### config.mk
export PLATFORM = sky130hd
export DESIGN_NAME = keyed_stack_with_removal_flat
export DESIGN_NICKNAME = d
export VERILOG_FILES = /design/src/rtl/ksr_pkg.sv /design/src/rtl/ksr_if.sv /design/src/rtl/keyed_stack_with_removal.sv /design/src/rtl/ksr_store.sv /design/src/flat_wrapper.sv
export SDC_FILE = /design/constraint.sdc
export NUM_CORES = 1
export LEC_CHECK = 0
export BUFFER_PORTS_ARGS = -buffer_cell sky130_fd_sc_hd__buf_2
export CAP_MARGIN = 0
export CORE_MARGIN = 4
export CORE_UTILIZATION = 30
export CTS_BUF_LIST = sky130_fd_sc_hd__clkbuf_16
export CTS_CLUSTER_SIZE = 20
export DETAILED_ROUTE_END_ITERATION = 8
export GPL_TIMING_DRIVEN = 0
export PLACE_DENSITY = 0.45
export SETUP_SLACK_MARGIN = 0.1
export SYNTH_ARGS = -nofsm -noshare
export SYNTH_HDL_FRONTEND = slang
export SYNTH_SLANG_ARGS = --single-unit
### constraint.sdc
create_clock -name clk_i -period 4.4 [get_ports clk_i]
set_input_delay 0.88 -clock clk_i [delete_from_list [all_inputs] [get_ports clk_i]]
set_output_delay 0.88 -clock clk_i [all_outputs]
set_load 0.01 [all_outputs]
### src/rtl/ksr_pkg.sv
`timescale 1ns / 1ps

package ksr_pkg;

  localparam int DEPTH_DEF    = 8;
  localparam int KEY_BITS_DEF = 32;

  localparam int OP_W     = 2;
  localparam int KEY_W    = 32;
  localparam int STATUS_W = 2;
  localparam int COUNT_W  = 4;

  typedef enum logic [OP_W-1:0] {
    OP_PUSH   = 2'd0,
    OP_REMOVE = 2'd1,
    OP_SEARCH = 2'd2
  } op_e;

  typedef enum logic [STATUS_W-1:0] {
    ST_OK        = 2'd0,
    ST_FULL      = 2'd1,
    ST_EMPTY     = 2'd2,
    ST_NOT_FOUND = 2'd3
  } status_e;

  typedef enum logic [2:0] {
    S_IDLE,
    S_RD,
    S_CMP,
    S_SHRD,
    S_SHWR,
    S_DONE
  } state_e;

endpackage

### src/rtl/ksr_if.sv
`timescale 1ns / 1ps

interface ksr_in_if;
  logic                       valid;
  logic                       ready;
  logic [ksr_pkg::OP_W-1:0]  operation;
  logic [ksr_pkg::KEY_W-1:0] key;

  modport source (output valid, output operation, output key, input ready);
  modport sink   (input valid, input operation, input key, output ready);
endinterface

interface ksr_out_if;
  logic                          valid;
  logic                          ready;
  logic [ksr_pkg::STATUS_W-1:0] status;
  logic [ksr_pkg::COUNT_W-1:0]  count;

  modport source (output valid, output status, output count, input ready);
  modport sink   (input valid, input status, input count, output ready);
endinterface

### src/rtl/keyed_stack_with_removal.sv
`timescale 1ns / 1ps
// Channel  Dir  Payload                         Beat when
// in_i     in   operation[1:0], key[31:0]       valid & ready
// out_o    out  status[1:0], count[3:0]         valid & ready
//
// One item at a time; ready is high only while the sequencer idles.
// Push writes the entry on acceptance. Search reads and compares each entry from the top.
// Remove: scan as search, then read and write back each entry above the match to move it down.
// Reset clears the entry count and the output valid flag; store contents undefined.
// A stalled result holds in the output register; the next item is taken meanwhile.

module keyed_stack_with_removal #(
  parameter int DEPTH    = ksr_pkg::DEPTH_DEF,
  parameter int KEY_BITS = ksr_pkg::KEY_BITS_DEF
) (
  input  logic     clk_i,
  input  logic     rst_ni,
  ksr_in_if.sink   in_i,
  ksr_out_if.source out_o
);

  localparam int IDX_W = $clog2(DEPTH);
  localparam int CNT_W = $clog2(DEPTH + 1);

  ksr_pkg::state_e  state_q, state_d;
  ksr_pkg::op_e     op_q, op_d;
  ksr_pkg::status_e res_q, res_d;
  logic [KEY_BITS-1:0] key_q, key_d;
  logic [CNT_W-1:0]    count_q, count_d;
  logic [IDX_W-1:0]    idx_q, idx_d;

  logic                         out_valid_q, out_valid_d;
  ksr_pkg::status_e             out_status_q, out_status_d;
  logic [ksr_pkg::COUNT_W-1:0]  out_count_q, out_count_d;

  logic                wr_en;
  logic [IDX_W-1:0]    wr_addr;
  logic [KEY_BITS-1:0] wr_data;
  logic [KEY_BITS-1:0] rd_data;
  logic                more_above;

  ksr_store #(
    .DEPTH    (DEPTH),
    .KEY_BITS (KEY_BITS)
  ) u_store (
    .clk_i     (clk_i),
    .wr_en_i   (wr_en),
    .wr_addr_i (wr_addr),
    .wr_data_i (wr_data),
    .rd_addr_i (idx_q),
    .rd_data_o (rd_data)
  );

  // an entry sits above the current index
  assign more_above = (CNT_W'(idx_q) + 1'b1) < count_q;

  always_comb begin
    state_d      = state_q;
    op_d         = op_q;
    res_d        = res_q;
    key_d        = key_q;
    count_d      = count_q;
    idx_d        = idx_q;
    wr_en        = 1'b0;
    wr_addr      = idx_q;
    wr_data      = rd_data;
    out_valid_d  = out_valid_q && !out_o.ready;
    out_status_d = out_status_q;
    out_count_d  = out_count_q;

    case (state_q)
      ksr_pkg::S_IDLE: begin
        if (in_i.valid) begin
          key_d = KEY_BITS'(in_i.key);
          op_d  = ksr_pkg::op_e'(in_i.operation);
          case (ksr_pkg::op_e'(in_i.operation))
            ksr_pkg::OP_PUSH: begin
              if (count_q == CNT_W'(DEPTH)) begin
                res_d = ksr_pkg::ST_FULL;
              end else begin
                wr_en   = 1'b1;
                wr_addr = count_q[IDX_W-1:0];
                wr_data = KEY_BITS'(in_i.key);
                count_d = count_q + 1'b1;
                res_d   = ksr_pkg::ST_OK;
              end
              state_d = ksr_pkg::S_DONE;
            end
            ksr_pkg::OP_REMOVE: begin
              if (count_q == '0) begin
                res_d   = ksr_pkg::ST_EMPTY;
                state_d = ksr_pkg::S_DONE;
              end else begin
                idx_d   = IDX_W'(count_q - 1'b1);
                state_d = ksr_pkg::S_RD;
              end
            end
            default: begin
              // search; the unused code behaves as search too
              if (count_q == '0) begin
                res_d   = ksr_pkg::ST_NOT_FOUND;
                state_d = ksr_pkg::S_DONE;
              end else begin
                idx_d   = IDX_W'(count_q - 1'b1);
                state_d = ksr_pkg::S_RD;
              end
            end
          endcase
        end
      end
      ksr_pkg::S_RD: begin
        state_d = ksr_pkg::S_CMP;
      end
      ksr_pkg::S_CMP: begin
        if (rd_data == key_q) begin
          res_d = ksr_pkg::ST_OK;
          if (op_q == ksr_pkg::OP_REMOVE && more_above) begin
            idx_d   = idx_q + 1'b1;
            state_d = ksr_pkg::S_SHRD;
          end else begin
            if (op_q == ksr_pkg::OP_REMOVE) begin
              count_d = count_q - 1'b1;
            end
            state_d = ksr_pkg::S_DONE;
          end
        end else if (idx_q == '0) begin
          res_d   = ksr_pkg::ST_NOT_FOUND;
          state_d = ksr_pkg::S_DONE;
        end else begin
          idx_d   = idx_q - 1'b1;
          state_d = ksr_pkg::S_RD;
        end
      end
      ksr_pkg::S_SHRD: begin
        state_d = ksr_pkg::S_SHWR;
      end
      ksr_pkg::S_SHWR: begin
        // move entry idx down into idx-1
        wr_en   = 1'b1;
        wr_addr = idx_q - 1'b1;
        wr_data = rd_data;
        if (more_above) begin
          idx_d   = idx_q + 1'b1;
          state_d = ksr_pkg::S_SHRD;
        end else begin
          count_d = count_q - 1'b1;
          state_d = ksr_pkg::S_DONE;
        end
      end
      ksr_pkg::S_DONE: begin
        if (!out_valid_q || out_o.ready) begin
          out_valid_d  = 1'b1;
          out_status_d = res_q;
          out_count_d  = ksr_pkg::COUNT_W'(count_q);
          state_d      = ksr_pkg::S_IDLE;
        end
      end
      default: begin
        state_d = ksr_pkg::S_IDLE;
      end
    endcase
  end

  always_ff @(posedge clk_i or negedge rst_ni) begin
    if (!rst_ni) begin
      state_q     <= ksr_pkg::S_IDLE;
      count_q     <= '0;
      out_valid_q <= 1'b0;
    end else begin
      state_q     <= state_d;
      count_q     <= count_d;
      out_valid_q <= out_valid_d;
    end
  end

  always_ff @(posedge clk_i) begin
    op_q         <= op_d;
    res_q        <= res_d;
    key_q        <= key_d;
    idx_q        <= idx_d;
    out_status_q <= out_status_d;
    out_count_q  <= out_count_d;
  end

  assign in_i.ready   = (state_q == ksr_pkg::S_IDLE);
  assign out_o.valid  = out_valid_q;
  assign out_o.status = out_status_q;
  assign out_o.count  = out_count_q;

endmodule

### src/rtl/ksr_store.sv
`timescale 1ns / 1ps

module ksr_store #(
  parameter int DEPTH    = ksr_pkg::DEPTH_DEF,
  parameter int KEY_BITS = ksr_pkg::KEY_BITS_DEF
) (
  input  logic                     clk_i,
  input  logic                     wr_en_i,
  input  logic [$clog2(DEPTH)-1:0] wr_addr_i,
  input  logic [KEY_BITS-1:0]      wr_data_i,
  input  logic [$clog2(DEPTH)-1:0] rd_addr_i,
  output logic [KEY_BITS-1:0]      rd_data_o
);

  logic [KEY_BITS-1:0] mem [DEPTH];
  logic [KEY_BITS-1:0] rd_data_q;

  always_ff @(posedge clk_i) begin
    if (wr_en_i) begin
      mem[wr_addr_i] <= wr_data_i;
    end
    rd_data_q <= mem[rd_addr_i];
  end

  assign rd_data_o = rd_data_q;

endmodule

### src/flat_wrapper.sv
// flat-port wrapper written by rule: the top's interface ports become plain ports
module keyed_stack_with_removal_flat 
#(
  parameter int DEPTH    = ksr_pkg::DEPTH_DEF,
  parameter int KEY_BITS = ksr_pkg::KEY_BITS_DEF
)
  (clk_i, rst_ni, in_i_valid, in_i_operation, in_i_key, in_i_ready, out_o_valid, out_o_status, out_o_count, out_o_ready);
  ksr_in_if in_i_i ();
  ksr_out_if out_o_i ();
  input  logic clk_i;
  input  logic rst_ni;
  input wire logic [$bits(in_i_i.valid)-1:0] in_i_valid;
  input wire logic [$bits(in_i_i.operation)-1:0] in_i_operation;
  input wire logic [$bits(in_i_i.key)-1:0] in_i_key;
  output wire logic [$bits(in_i_i.ready)-1:0] in_i_ready;
  output wire logic [$bits(out_o_i.valid)-1:0] out_o_valid;
  output wire logic [$bits(out_o_i.status)-1:0] out_o_status;
  output wire logic [$bits(out_o_i.count)-1:0] out_o_count;
  input wire logic [$bits(out_o_i.ready)-1:0] out_o_ready;
  assign in_i_i.valid = in_i_valid;
  assign in_i_i.operation = in_i_operation;
  assign in_i_i.key = in_i_key;
  assign in_i_ready = in_i_i.ready;
  assign out_o_valid = out_o_i.valid;
  assign out_o_status = out_o_i.status;
  assign out_o_count = out_o_i.count;
  assign out_o_i.ready = out_o_ready;
  keyed_stack_with_removal #(.DEPTH(DEPTH), .KEY_BITS(KEY_BITS)) u_core (.clk_i(clk_i), .rst_ni(rst_ni), .in_i(in_i_i), .out_o(out_o_i));
endmodule
* After elaboration in Yosys (flattened, before gate mapping)
Memories as Yosys holds them, arrays and structs flattened. A register that Yosys moved wholly into a read port is not among the register bits. Cells that the tools add are included.
Storage, ports and cells: register bits after elaboration 53, memory bits (writable) 256, bits of input ports 38, memories 1
Operators by class: add/subtract/negate cells 5, order comparisons 1, equal/unequal tests 25, muxes and demuxes 49, reductions and logical operators 17
Memory list:
- u_core.u_store.mem | words 8, bits a word 32, rd ports 1, clocked after memory_dff 1, write ports 1, RTL line ksr_store.sv:15 | logic [KEY_BITS-1:0] mem [DEPTH];
Operator list (count):
- 32-bit 2-to-1 mux | 4
- 3-bit 2-to-1 mux | 18
- 32-bit equality test | 1
- 4-bit 2-to-1 mux | 7
- 3-bit case mux with 6 select lines | 1
- 2-bit != test (second input constant) | 6
- 4-bit case mux with 3 select lines | 1
- 2-bit 2-to-1 mux | 5
- 2-bit by 1-bit != test with 1-bit output (second input constant) | 5
- 3-bit case mux with 3 select lines | 1
- 1-bit 2-to-1 mux | 8
- 2-bit case mux with 2 select lines | 2
- 8-bit AND reduction | 1
- 7-bit AND reduction | 1
- 3-bit by 2-bit equality test with 1-bit output (second input constant) | 2
- 3-bit equality test (second input constant) | 2
- 3-bit logical NOT | 2
- 3-bit by 1-bit != test with 1-bit output (second input constant) | 2
- 3-bit by 2-bit != test with 1-bit output (second input constant) | 2
- 3-bit case mux with 2 select lines | 1
- 2-bit AND reduction | 3
- 5-bit AND reduction | 1
- 3-bit by 1-bit adder with 4-bit output (second input constant) | 1
- 4-bit by 1-bit adder with 4-bit output (second input constant) | 1
- other kinds (16) | 19

* Longest topological paths before layout
Gate-level depths: netlist of run 1.
word-level depth 7, mapped depth 11, depth with buffers taken out 10

* By module
From an unflattened synthesis of run 1, not the netlist that was laid out.
Second synthesis, totals: cells, all modules 669, area total of the unflattened synthesis 13521.7 µm²
Modules (own cells, without submodules):
- ksr_store | instances 1, cells each 415, area an instance 10466.3 µm², seq. area each 8328.0 µm²
- keyed_stack_with_removal | instances 1, cells each 254, area an instance 3055.4 µm², seq. area each 1551.5 µm²

* Worst setup path after synthesis of run 1
Ideal clock, no wire load.
path type input-to-reg, start input port in_i_operation[0], end memory u_core.u_store.mem[6][0] (netlist bit) (enable), setup time 0.421 ns, arrival time 3.560 ns, required time 3.979 ns, setup slack 0.419 ns, stages 6, buffers on the path 0, cell sequence or3b_4 or4b_4 a21oi_2 nor2_1 or2_1 nor2_1
On the way: longest elaborated chain between the ends 6
Ends and longest elaborated chain:
- from (decl) | RTL line flat_wrapper.sv:13 | input wire logic [$bits(in_i_i.operation)-1:0] in_i_operation;
- 2-bit logical NOT * | RTL line keyed_stack_with_removal.sv:76 | case (ksr_pkg::op_e'(in_i.operation))
- 1-bit 2-to-1 mux | RTL line keyed_stack_with_removal.sv:76
- 1-bit 2-to-1 mux | RTL line keyed_stack_with_removal.sv:73 | if (in_i.valid) begin
- 1-bit case mux with 2 select lines | RTL line keyed_stack_with_removal.sv:71 | case (state_q)
- 1-bit 2-to-1 mux | RTL line ksr_store.sv:19 | if (wr_en_i) begin
- 1-bit 2-to-1 mux (implied by the code) | RTL line ksr_store.sv:20 | mem[wr_addr_i] <= wr_data_i;
- to (decl) | RTL line ksr_store.sv:15
Every way passes the cells marked *; elsewhere a longest branch is shown, timed or not.

* Worst setup path in the final report of run 1
start register u_core.idx_q[0], end memory u_core.u_store.mem[4][30] (netlist bit) (enable)
On the way: longest elaborated chain between the ends 4
Ends and longest elaborated chain:
- from (decl) | RTL line keyed_stack_with_removal.sv:30 | logic [IDX_W-1:0] idx_q, idx_d;
- from (signal assigned) | RTL line keyed_stack_with_removal.sv:180 | idx_q <= idx_d;
- parallel branches: the longest is 3 deep, another holds 3-bit by 1-bit subtractor with 3-bit output
- 3-bit case mux with 2 select lines * | RTL line keyed_stack_with_removal.sv:71
Mark *: on every way between the ends.

==> flow_metrics.tcl, run 1 <==
set metrics [dict create \
    status "complete, no violations" \
    synth-edff-count 301 \
    antenna_violating_nets_post_route 0 \
    grt_pass1_wl_mm 47.7 \
    r2r_cells 10 \
    post_synth_main_area_contributors "sky130_fd_sc_hd__edfxtp_1 (67%), sky130_fd_sc_hd__mux4_2 (11%), sky130_fd_sc_hd__mux2_2 (5.4%)" \
    cts_tree "yes" \
    die_height_um 219 \
    path_class "flop to flop" \
    postLayoutCoreUtil_pct 35.8 \
    synth_top_cell_area_share_pct 67.4 \
    syn_avg_cell_area_um2 19.8 \
    number_of_global_route_vias_before_repair 7142 \
    num_antenna_cells 0 \
    synth_warnings 0 \
    routedWlPerCell_um 23.0 \
    first_pass_iters 4 \
    io_pins 46 \
    final_layout_size_suffix_gt1_share_pct 32.7 \
    compound_gate_fraction_of_synth_area_pct 2.31 \
    timing.critical_path.from "u_core.idx_q[0]" \
    cts.hold.buffers_added 0 \
    report.final.hold_viol_count 0 \
    reg2reg_setup_slack_ns 0.56 \
    ys_top_cells_by_count "sky130_fd_sc_hd__edfxtp_1 (301), sky130_fd_sc_hd__mux2_2 (64), sky130_fd_sc_hd__mux4_2 (64), sky130_fd_sc_hd__xnor2_1 (37), sky130_fd_sc_hd__dfxtp_1 (32)" \
    critical-path-slowest-cell "sky130_fd_sc_hd__buf_1" \
    synth_top_family_by_area "multiplexers" \
    detailroute.via_count 6587 \
    synthDominantAreaCellType "sky130_fd_sc_hd__edfxtp_1" \
    clk_transition_reported_paths_ns 0.06 \
    ctsLongestPathBuffers 3 \
    slew_headroom_pct 15.7 \
    worst_skew_pair.late_latency_ns 0.54 \
    routed_wirelength_mm 32.2 \
    layout_worst_path_cycle_share_pct 87.4 \
    crit_path_end "u_core.u_store.mem[4][30]" \
    muxShareOfSynthArea_pct 16.4 \
    timing.critical_path.cells "clkbuf_1, buf_1, inv_1, ha_1, nand3b_1, o21ai_0, nor2_1, or2b_1, nor2_4, buf_12" \
    remaining_drc_errors 0 \
    area_delta_synth_final_pct 17.9 \
    timing.final.max_slew_violations 0 \
    detail_route.iter0.violations 429 \
    io_buffer_count 45 \
    synth_top_flop_cell "sky130_fd_sc_hd__edfxtp_1" \
    floorplan.core_area_mm2 0.0442 \
    clock-sinks 341 \
    transition_at_the_pin_with_the_smallest_max_transition_slack_ns 1.25 \
    synth-adder-area-share_pct 0.746 \
    ys_ff_latch 341 \
    peakVddDrop_v 0.000260 \
    grt_max_degree 35 \
    cts_setup_buffers 0 \
    r2r-start "u_core.idx_q[0]" \
    worst_setup_path_end_kind "flop" \
    final.setup_skew_ns 0.0185 \
    floorplan.rows 77 \
    power-per-cell-area_mw_per_mm2 404 \
    initial_standard_cell_utilization_of_the_core_pct 30.3 \
    stdcell_count 1397 \
    dp_slack_ns 0.482 \
    critical_path_cell_count 10 \
    final.setup.tns_ns 0 \
    synthCells 679 \
    worst_endpoint_required_time_ns 4.62 \
    path_buf_inv 4 \
    setup_violations 0 \
    syn-num-nets 725 \
    post_synth_num_cell_types 52 \
    tritoncts.num_buffers 39 \
    yosysMostFrequentCell "sky130_fd_sc_hd__edfxtp_1" \
    timing.critical_path.fanout_max 17 \
    worst_path_dominant_cell_family "buffers and inverters" \
    final_period_minus_worst_setup_slack_ns 3.84 \
    synthXorXnorAreaFrac_pct 2.48 \
    grt_usage_pct 13.6 \
    rsz0062_at_grt "false" \
    proportion_of_register_bits_with_asynchronous_set_or_reset_after_synthesis_pct 2.35 \
    leftover_overflow_at_the_end_of_global_routing 0 \
    p_leak_nw 4.06 \
    vias_per_cell 4.72 \
    finalNetCount 821 \
    final_weighted_congestion_in_routability_driven_placement 0.815 \
    synth_seq_area_share_pct 73.6 \
    arrival_ns 4.07 \
    synth_simple_gate_area_share_pct 3.28 \
    die_w_um 219 \
    critical-path-max-stage-delay_ns 0.61 \
    rr_endpoint "u_core.u_store.mem[4][30]" \
    cts-root-buf "sky130_fd_sc_hd__clkbuf_16" \
    maxCapViolations 0 \
    post-dp-hpwl_mm 20.5 \
    critical_path_source_type "flop" \
    syn-cell-area_mm2 0.0134 \
    fin_ws_ns 0.556 \
    fin_area_mm2 0.0158 \
    postCtsResizedCells 0 \
    dpl_cell_area_mm2 0.0147 \
    htree_levels 2 \
    worst_hold_path_type "input port to asynchronous set/reset pin" \
    maxClockFrequency_mhz 260 \
    grt_antenna_before_repair 0 \
    place_inst 1326 \
    design.die.area_mm2 0.0482 \
]
## metrics by stage
step / hold WS [ns] / total power (W)
3_3_place_gp: 0.402 / 0.00357
3_5_place_dp: 0.406 / 0.00357
2_1_floorplan: 0.400 / 0.00355
6_report: 0.193 / 0.00639
5_1_grt: 0.179 / 0.00663
4_1_cts: 0.170 / 0.00647
## cell type report
cell class,count,area [um2]
buffer,28,118
clock buffer,39,976
timing repair buffer,55,463
sequential,341,9880
inverter,9,33.8
multi-input combinational,301,3450
clock inverter,32,160
tap,592,741
fill,4109,28400
## logic make-up (layout without fill, tap and decap cells)
| group | count (synthesis) | count (layout) |
|---|---|---|
| AOI/OAI and AO/OA | 43 | 43 |
| xor gates and xnor gates | 38 | 38 |
| adders and majority gates | 8 | 8 |
| buffers and inverters | 37 | 163 |
| DFF | 341 | 341 |
| muxes | 132 | 132 |
| and+or+nand+nor | 80 | 80 |
## sequential cells by signal, summed over array words and instances, names as in the netlist
register	cells
u_core.count_q	4
u_core.res_q	2
u_core.out_o.status	2
u_core.out_o.count	4
u_core.key_q	32
u_core.op_q	2
u_core.idx_q	3
u_core.state_q	3
u_core.u_store.rd_data_o	32
u_core.u_store.mem	256
u_core.out_o.valid	1
## worst register-to-register path: stages, from the launching register on
cell                       delay [ns]
sky130_fd_sc_hd__edfxtp_1        0.35
sky130_fd_sc_hd__clkbuf_1        0.32
sky130_fd_sc_hd__buf_1           0.62
sky130_fd_sc_hd__inv_1           0.17
sky130_fd_sc_hd__ha_1            0.43
sky130_fd_sc_hd__nand3b_1        0.13
sky130_fd_sc_hd__o21ai_0         0.12
sky130_fd_sc_hd__nor2_1          0.18
sky130_fd_sc_hd__or2b_1          0.33
sky130_fd_sc_hd__nor2_4          0.59
sky130_fd_sc_hd__buf_12          0.28
## layer usage
metal  up-vias  GRT usage [%]  share of wire [%]
li1       2929              -                  -
met1      3472           18.2                 45
met2       137           23.0                 49
met3        49           2.43                3.9
met4         0           3.29                2.0
met5         -              0                  0
## power by group
part / leakage [nW] / internal [W] / switching, W
Sequential: 2.18 / 0.00347 / 0.0000000000000000000175
Clock: 0.614 / 0.00162 / 0.00127
Combinational: 1.26 / 0.0000136 / 0.0000174
Total: 4.06 / 0.00511 / 0.00128
## worst min path at each step
stage,cells after the start,slack [ns],start,to
after floorplan,0,0.40,u_core.res_q[0],u_core.out_o.status[0]
after global placement,0,0.40,u_core.res_q[1],u_core.out_o.status[1]
after detailed placement,0,0.41,u_core.res_q[1],u_core.out_o.status[1]
after CTS,1,0.17,rst_ni,u_core.count_q[1]
after global routing,1,0.18,rst_ni,u_core.count_q[1]
final,1,0.19,rst_ni,u_core.count_q[1]
## cell usage in the layout (no fill, tap or decap), drive strengths merged, types with 3 or more instances in the layout
cell type	count
edfxtp	301
buf	71
mux2	64
mux4	64
clkbuf	51
xnor2	37
dfxtp	32
inv	27
nor2	25
o21ai	13
clkinv	12
nand2	11
nand4	8
nand2b	8
ha	8
dfrtp	8
a21oi	8
nor4	5
nor3	4
mux2i	4
nor2b	3
and3	3
a2111oi	3
and2	3
No activity file was read; power rests on OpenSTA's default activity.
==> inputs of run 2 (changes only) <==
CELL_PAD_IN_SITES_DETAIL_PLACEMENT = 1   (was default)
CELL_PAD_IN_SITES_GLOBAL_PLACEMENT = 1   (was default)
PLACE_DENSITY = 0.5   (was 0.45)
==> flow_metrics.tcl, run 2 (synthesis gave the netlist of run 1 again) <==
set metrics [dict create \
    floorplan.core_area_mm2 0.0442 \
    cts-root-buf "sky130_fd_sc_hd__clkbuf_16" \
    final.setup_skew_ns 0.0182 \
    antenna_violating_nets_post_route 0 \
    maxCapViolations 0 \
    met2_wirelength_mm 16.7 \
    htree_levels 2 \
    comb_power_share_pct 0.5 \
    postCtsResizedCells 0 \
    initial_standard_cell_utilization_of_the_core_pct 30.3 \
    pwr-share-clk_pct 46.4 \
    setup_violations 0 \
    vias_per_cell 4.74 \
    met1Wirelength_mm 14.9 \
    tritoncts.num_buffers 39 \
    transition_at_the_pin_with_the_smallest_max_transition_slack_ns 1.23 \
    peakVddDrop_v 0.000314 \
    timing.critical_path.fanout_max 13 \
    stdcell_count 1398 \
    post-dp-hpwl_mm 21.3 \
    worst_skew_pair.late_latency_ns 0.55 \
    critical-path-max-stage-delay_ns 0.65 \
    detail_route.iter0.violations 422 \
    clock-sinks 341 \
    multi_input_comb_area_mm2 0.00345 \
    crit_path_frequent_cell "sky130_fd_sc_hd__buf_16" \
    grt_usage_pct 14.2 \
    seq_power_share_pct 53.1 \
    cellInternalPower_w 0.00523 \
    path_class "flop to flop" \
    grt_antenna_before_repair 0 \
    most_flops_register "u_core.u_store.mem" \
    worst_endpoint_required_time_ns 4.65 \
    final_cell_mix "sky130_fd_sc_hd__edfxtp_1 (301), sky130_fd_sc_hd__mux2_2 (64), sky130_fd_sc_hd__mux4_2 (64)" \
    top_layer "met4" \
    routedWlPerCell_um 23.9 \
    cts_tree "yes" \
    power.total_w 0.00654 \
    p_sw_w 0.00131 \
    ctsLongestPathBuffers 3 \
    die_w_um 219 \
    power.share.switching_pct 20.0 \
    rsz0062_at_grt "false" \
    final_period_minus_worst_setup_slack_ns 3.98 \
    timing.critical_path.cells "clkbuf_1, buf_1, inv_1, ha_1, nand3b_1, o21ai_0, nor2_1, or2b_1, nor2_4, buf_16, buf_16" \
    timing.final.max_slew_violations 0 \
    clk_transition_reported_paths_ns 0.06 \
    power-per-cell-area_mw_per_mm2 410 \
    die_height_um 219 \
    maxClockFrequency_mhz 251 \
    p_leak_nw 4.08 \
    num_antenna_cells 0 \
    finalNetCount 823 \
    routed-wl-met3_mm 1.32 \
    place_inst 1328 \
    report.final.hold_viol_count 0 \
    critical_path_source_type "flop" \
    number_of_flip_flops_under_the_largest_register_name 256 \
    routed_wirelength_mm 33.4 \
    number_of_global_route_vias_before_repair 7403 \
    worst_setup_path_end_kind "flop" \
    arrival_ns 4.23 \
    slew_headroom_pct 17.0 \
    fillCellCount 4335 \
    layout.cells.most_common "sky130_fd_sc_hd__edfxtp_1" \
    detailroute.via_count 6621 \
    cts.hold.buffers_added 0 \
    status "complete, no violations" \
    area_delta_synth_final_pct 18.8 \
    final_layout_size_suffix_gt1_share_pct 33.6 \
    layout_worst_path_cycle_share_pct 90.5 \
    io_buffer_count 45 \
    final_weighted_congestion_in_routability_driven_placement 0.770 \
    io_pins 46 \
    first_pass_iters 4 \
    remaining_drc_errors 0 \
    critical-path-slowest-cell "sky130_fd_sc_hd__buf_1" \
    final-seq-area_mm2 0.00988 \
    worst_hold_path_type "input port to asynchronous set/reset pin" \
    grt_max_degree 35 \
    grt_pass1_wl_mm 49.4 \
    cts_setup_buffers 0 \
    design.die.area_mm2 0.0482 \
    leftover_overflow_at_the_end_of_global_routing 0 \
    floorplan.rows 77 \
]
[run 2: worst max-delay path, delay by kind of cell, from the launching register on]
kind                       cells  cell delay (ns)
buffers and inverters          5             1.55
DFF                            1             0.36
adders and majority gates      1             0.44
and+or+nand+nor                4             1.19
AOI/OAI and AO/OA              1             0.13
[run 2: final cells by class]
cell class	count	area share, %
Buffer	28	0.738
Clock buffer	39	6.12
Clock inverter	31	1.36
Inverter	9	0.212
Multi-Input combinational cell	301	21.6
Sequential cell	341	62.0
Tap cell	592	4.65
Timing Repair Buffer	57	3.34
[run 2: routing by layer]
metal  global-route usage [%]  up-vias
met3                     2.40       34
met1                     18.8     3518
met5                        0        -
met4                     3.77        0
li1                         -     2936
met2                     24.2      133
[run 2: through the flow]
stage	setup TNS [ns]	area [um2]	util, %	worst slack [ns]	hold WS [ns]
detailed placement	0	14800	33.4	0.387	0.409
global placement	-492.96	14400	32.5	-2.03	0.403
global route	0	15900	36.1	0.112	0.172
floorplan	0	13400	-	0.419	0.400
finish	0	15900	36.1	0.419	0.168
CTS	0	15900	36.1	0.332	0.148
[run 2: path summary, 6_finish.rpt]
check | start | end | slack [ns] | cells after the start
worst max-delay path | u_core.idx_q[0] | u_core.u_store.mem[4][28] | 0.42 | 11
worst max register to register | u_core.idx_q[0] | u_core.u_store.mem[4][28] | 0.42 | 11
worst min register to register | u_core.res_q[0] | u_core.out_o.status[0] | 0.42 | 0
worst min-delay path | rst_ni | u_core.count_q[2] | 0.17 | 1
max in group asynchronous | rst_ni | u_core.count_q[3] | 4.06 | 1
min in group clk_i | u_core.res_q[0] | u_core.out_o.status[0] | 0.42 | 0
[run 2: power by group through the flow]
stage / sequential, W / combinational, W / clock [W]
after floorplan: 0.00354 / 0.00000318 / 0
after global placement: 0.00354 / 0.0000307 / 0
after detailed placement: 0.00354 / 0.0000311 / 0
after CTS: 0.00347 / 0.0000313 / 0.00312
after global routing: 0.00347 / 0.0000338 / 0.00329
final: 0.00347 / 0.0000304 / 0.00303
==> inputs of run 3 (changes only) <==
PLACE_DENSITY = default   (was 0.5)
PLACE_DENSITY_LB_ADDON = 0.1   (was default)
clock period = 3.7 ns   (was 4.4 ns; I/O delays follow)
==> flow_metrics.tcl, run 3 (synthesis gave the netlist of run 1 again) <==
set metrics [dict create \
    number_of_global_route_vias_before_repair 7527 \
    first_pass_iters 4 \
    worst_endpoint_required_time_ns 4.16 \
    cts-root-buf "sky130_fd_sc_hd__clkbuf_16" \
    final.setup_skew_ns 0.0206 \
    status "complete, no violations" \
    number_of_flip_flops_under_the_largest_register_name 256 \
    cts.hold.buffers_added 0 \
    most_flops_register "u_core.u_store.mem" \
    post-dp-hpwl_mm 21.0 \
    layout_worst_path_cycle_share_pct 92.0 \
    grt_antenna_before_repair 0 \
    final_weighted_congestion_in_routability_driven_placement 0.773 \
    leftover_overflow_at_the_end_of_global_routing 0 \
    grt_max_degree 35 \
    detailroute.via_count 6673 \
    tritoncts.num_buffers 41 \
    num_antenna_cells 0 \
    power.total_w 0.00784 \
    routed_wirelength_mm 34.2 \
    worst_hold_path_type "input port to asynchronous set/reset pin" \
    remaining_drc_errors 0 \
    timing.critical_path.fanout_max 10 \
    ctsLongestPathBuffers 3 \
    grt_pass1_wl_mm 50.7 \
    maxClockFrequency_mhz 294 \
    io_pins 46 \
    final_period_minus_worst_setup_slack_ns 3.40 \
    grt_use_met3_pct 2.95 \
    antenna_violating_nets_post_route 0 \
    p_leak_nw 4.20 \
    design.die.area_mm2 0.0482 \
    worst_setup_path_end_kind "flop" \
    htree_levels 2 \
    power-per-cell-area_mw_per_mm2 488 \
    stdcell_count 1415 \
    final_cell_mix "sky130_fd_sc_hd__edfxtp_1 (301), sky130_fd_sc_hd__mux2_2 (64), sky130_fd_sc_hd__mux4_2 (64)" \
    globalRoute.busiestLayer "met2" \
    transition_at_the_pin_with_the_smallest_max_transition_slack_ns 1.26 \
    critical_path_source_type "flop" \
    maxCapViolations 0 \
    reg2reg_setup_slack_ns 0.30 \
    final_layout_size_suffix_gt1_share_pct 34.8 \
    floorplan.rows 77 \
    place_inst 1325 \
    report.final.hold_viol_count 0 \
    initial_standard_cell_utilization_of_the_core_pct 30.3 \
    die_w_um 219 \
    worst_skew_pair.late_latency_ns 0.56 \
    setup_violations 0 \
    cts_tree "yes" \
    grt_usage_pct 14.7 \
    grt_use_met2_pct 26.0 \
    io_buffer_count 45 \
    slew_headroom_pct 15.3 \
    detail_route.iter0.violations 408 \
    grt.met1_usage_pct 18.3 \
    floorplan.core_area_mm2 0.0442 \
    rsz0062_at_grt "false" \
    routedWlPerCell_um 24.2 \
    area_delta_synth_final_pct 19.7 \
    layout.cells.most_common "sky130_fd_sc_hd__edfxtp_1" \
    arrival_ns 3.87 \
    clock-sinks 341 \
    path_class "flop to flop" \
    die_height_um 219 \
    peakVddDrop_v 0.000271 \
    vias_per_cell 4.72 \
    timing.final.max_slew_violations 0 \
    finalNetCount 837 \
    clk_transition_reported_paths_ns 0.06 \
]
## run 3: path summary, 6_finish.rpt
| path | from | end | cells past startpoint |
|---|---|---|---|
| min in group clk_i | in_i_key[9] | u_core.key_q[9] | 1 |
| min | rst_ni | u_core.count_q[3] | 1 |
| max reg2reg | u_core.idx_q[1] | u_core.count_q[1] | 10 |
| max | u_core.idx_q[1] | u_core.count_q[1] | 10 |
| min reg2reg | u_core.res_q[1] | u_core.out_o.status[1] | 0 |
| max in group asynchronous | rst_ni | u_core.out_o.valid | 1 |
## run 3: layout make-up
cell class                 count  area (um2)
timing repair buffer          69         596
sequential                   341        9880
inverter                       9        33.8
clock buffer                  41        1030
clock inverter                34         206
fill                        4370       28200
multi-input combinational    301        3450
buffer                        28         125
tap                          592         741
## run 3: critical path, cell delays in order (launching register included)
cell,delay [ns]
sky130_fd_sc_hd__edfxtp_1,0.48
sky130_fd_sc_hd__buf_1,0.36
sky130_fd_sc_hd__clkbuf_2,0.40
sky130_fd_sc_hd__and3_1,0.28
sky130_fd_sc_hd__ha_1,0.20
sky130_fd_sc_hd__or3_1,0.40
sky130_fd_sc_hd__o22a_1,0.26
sky130_fd_sc_hd__o21ai_0,0.11
sky130_fd_sc_hd__a21boi_1,0.40
sky130_fd_sc_hd__a211o_1,0.21
sky130_fd_sc_hd__mux2i_1,0.19
## run 3: routing by layer
metal  wire length (um)  vias up
li1                   -     2959
met3               1140       47
met5                  0        -
met1              14700     3562
met4                718        0
met2              17700      105
## run 3: timing repair
| item | 4_1_cts | 5_1_grt |
|---|---|---|
| gates cloned | 0 | 0 |
| pin swaps | 6 | 2 |
| endpoints found under the setup margin | 257 | 106 |
| resized for setup | 3 | 6 |
| setup buffers | 10 | 5 |
## run 3: stage by stage
stage,area [um2],setup WS (ns),setup TNS [ns],util (%),hold slack [ns]
final,16100,0.296,0,36.3,0.0274
after global routing,16100,0.107,0,36.3,0.0215
after CTS,16000,0.0950,0,36.2,0.00319
after detailed placement,14600,-0.265,-27.54,33.1,0.421
after global placement,14400,-2.60,-510.93,32.5,0.408
after floorplan,13400,0.0102,0,-,0.400
## run 3: report_power, final
group	total, W	switching, W	internal [W]
Clock	0.00367	0.00152	0.00215
Sequential	0.00413	0.0000000000000000000213	0.00413
Combinational	0.0000376	0.0000213	0.0000163
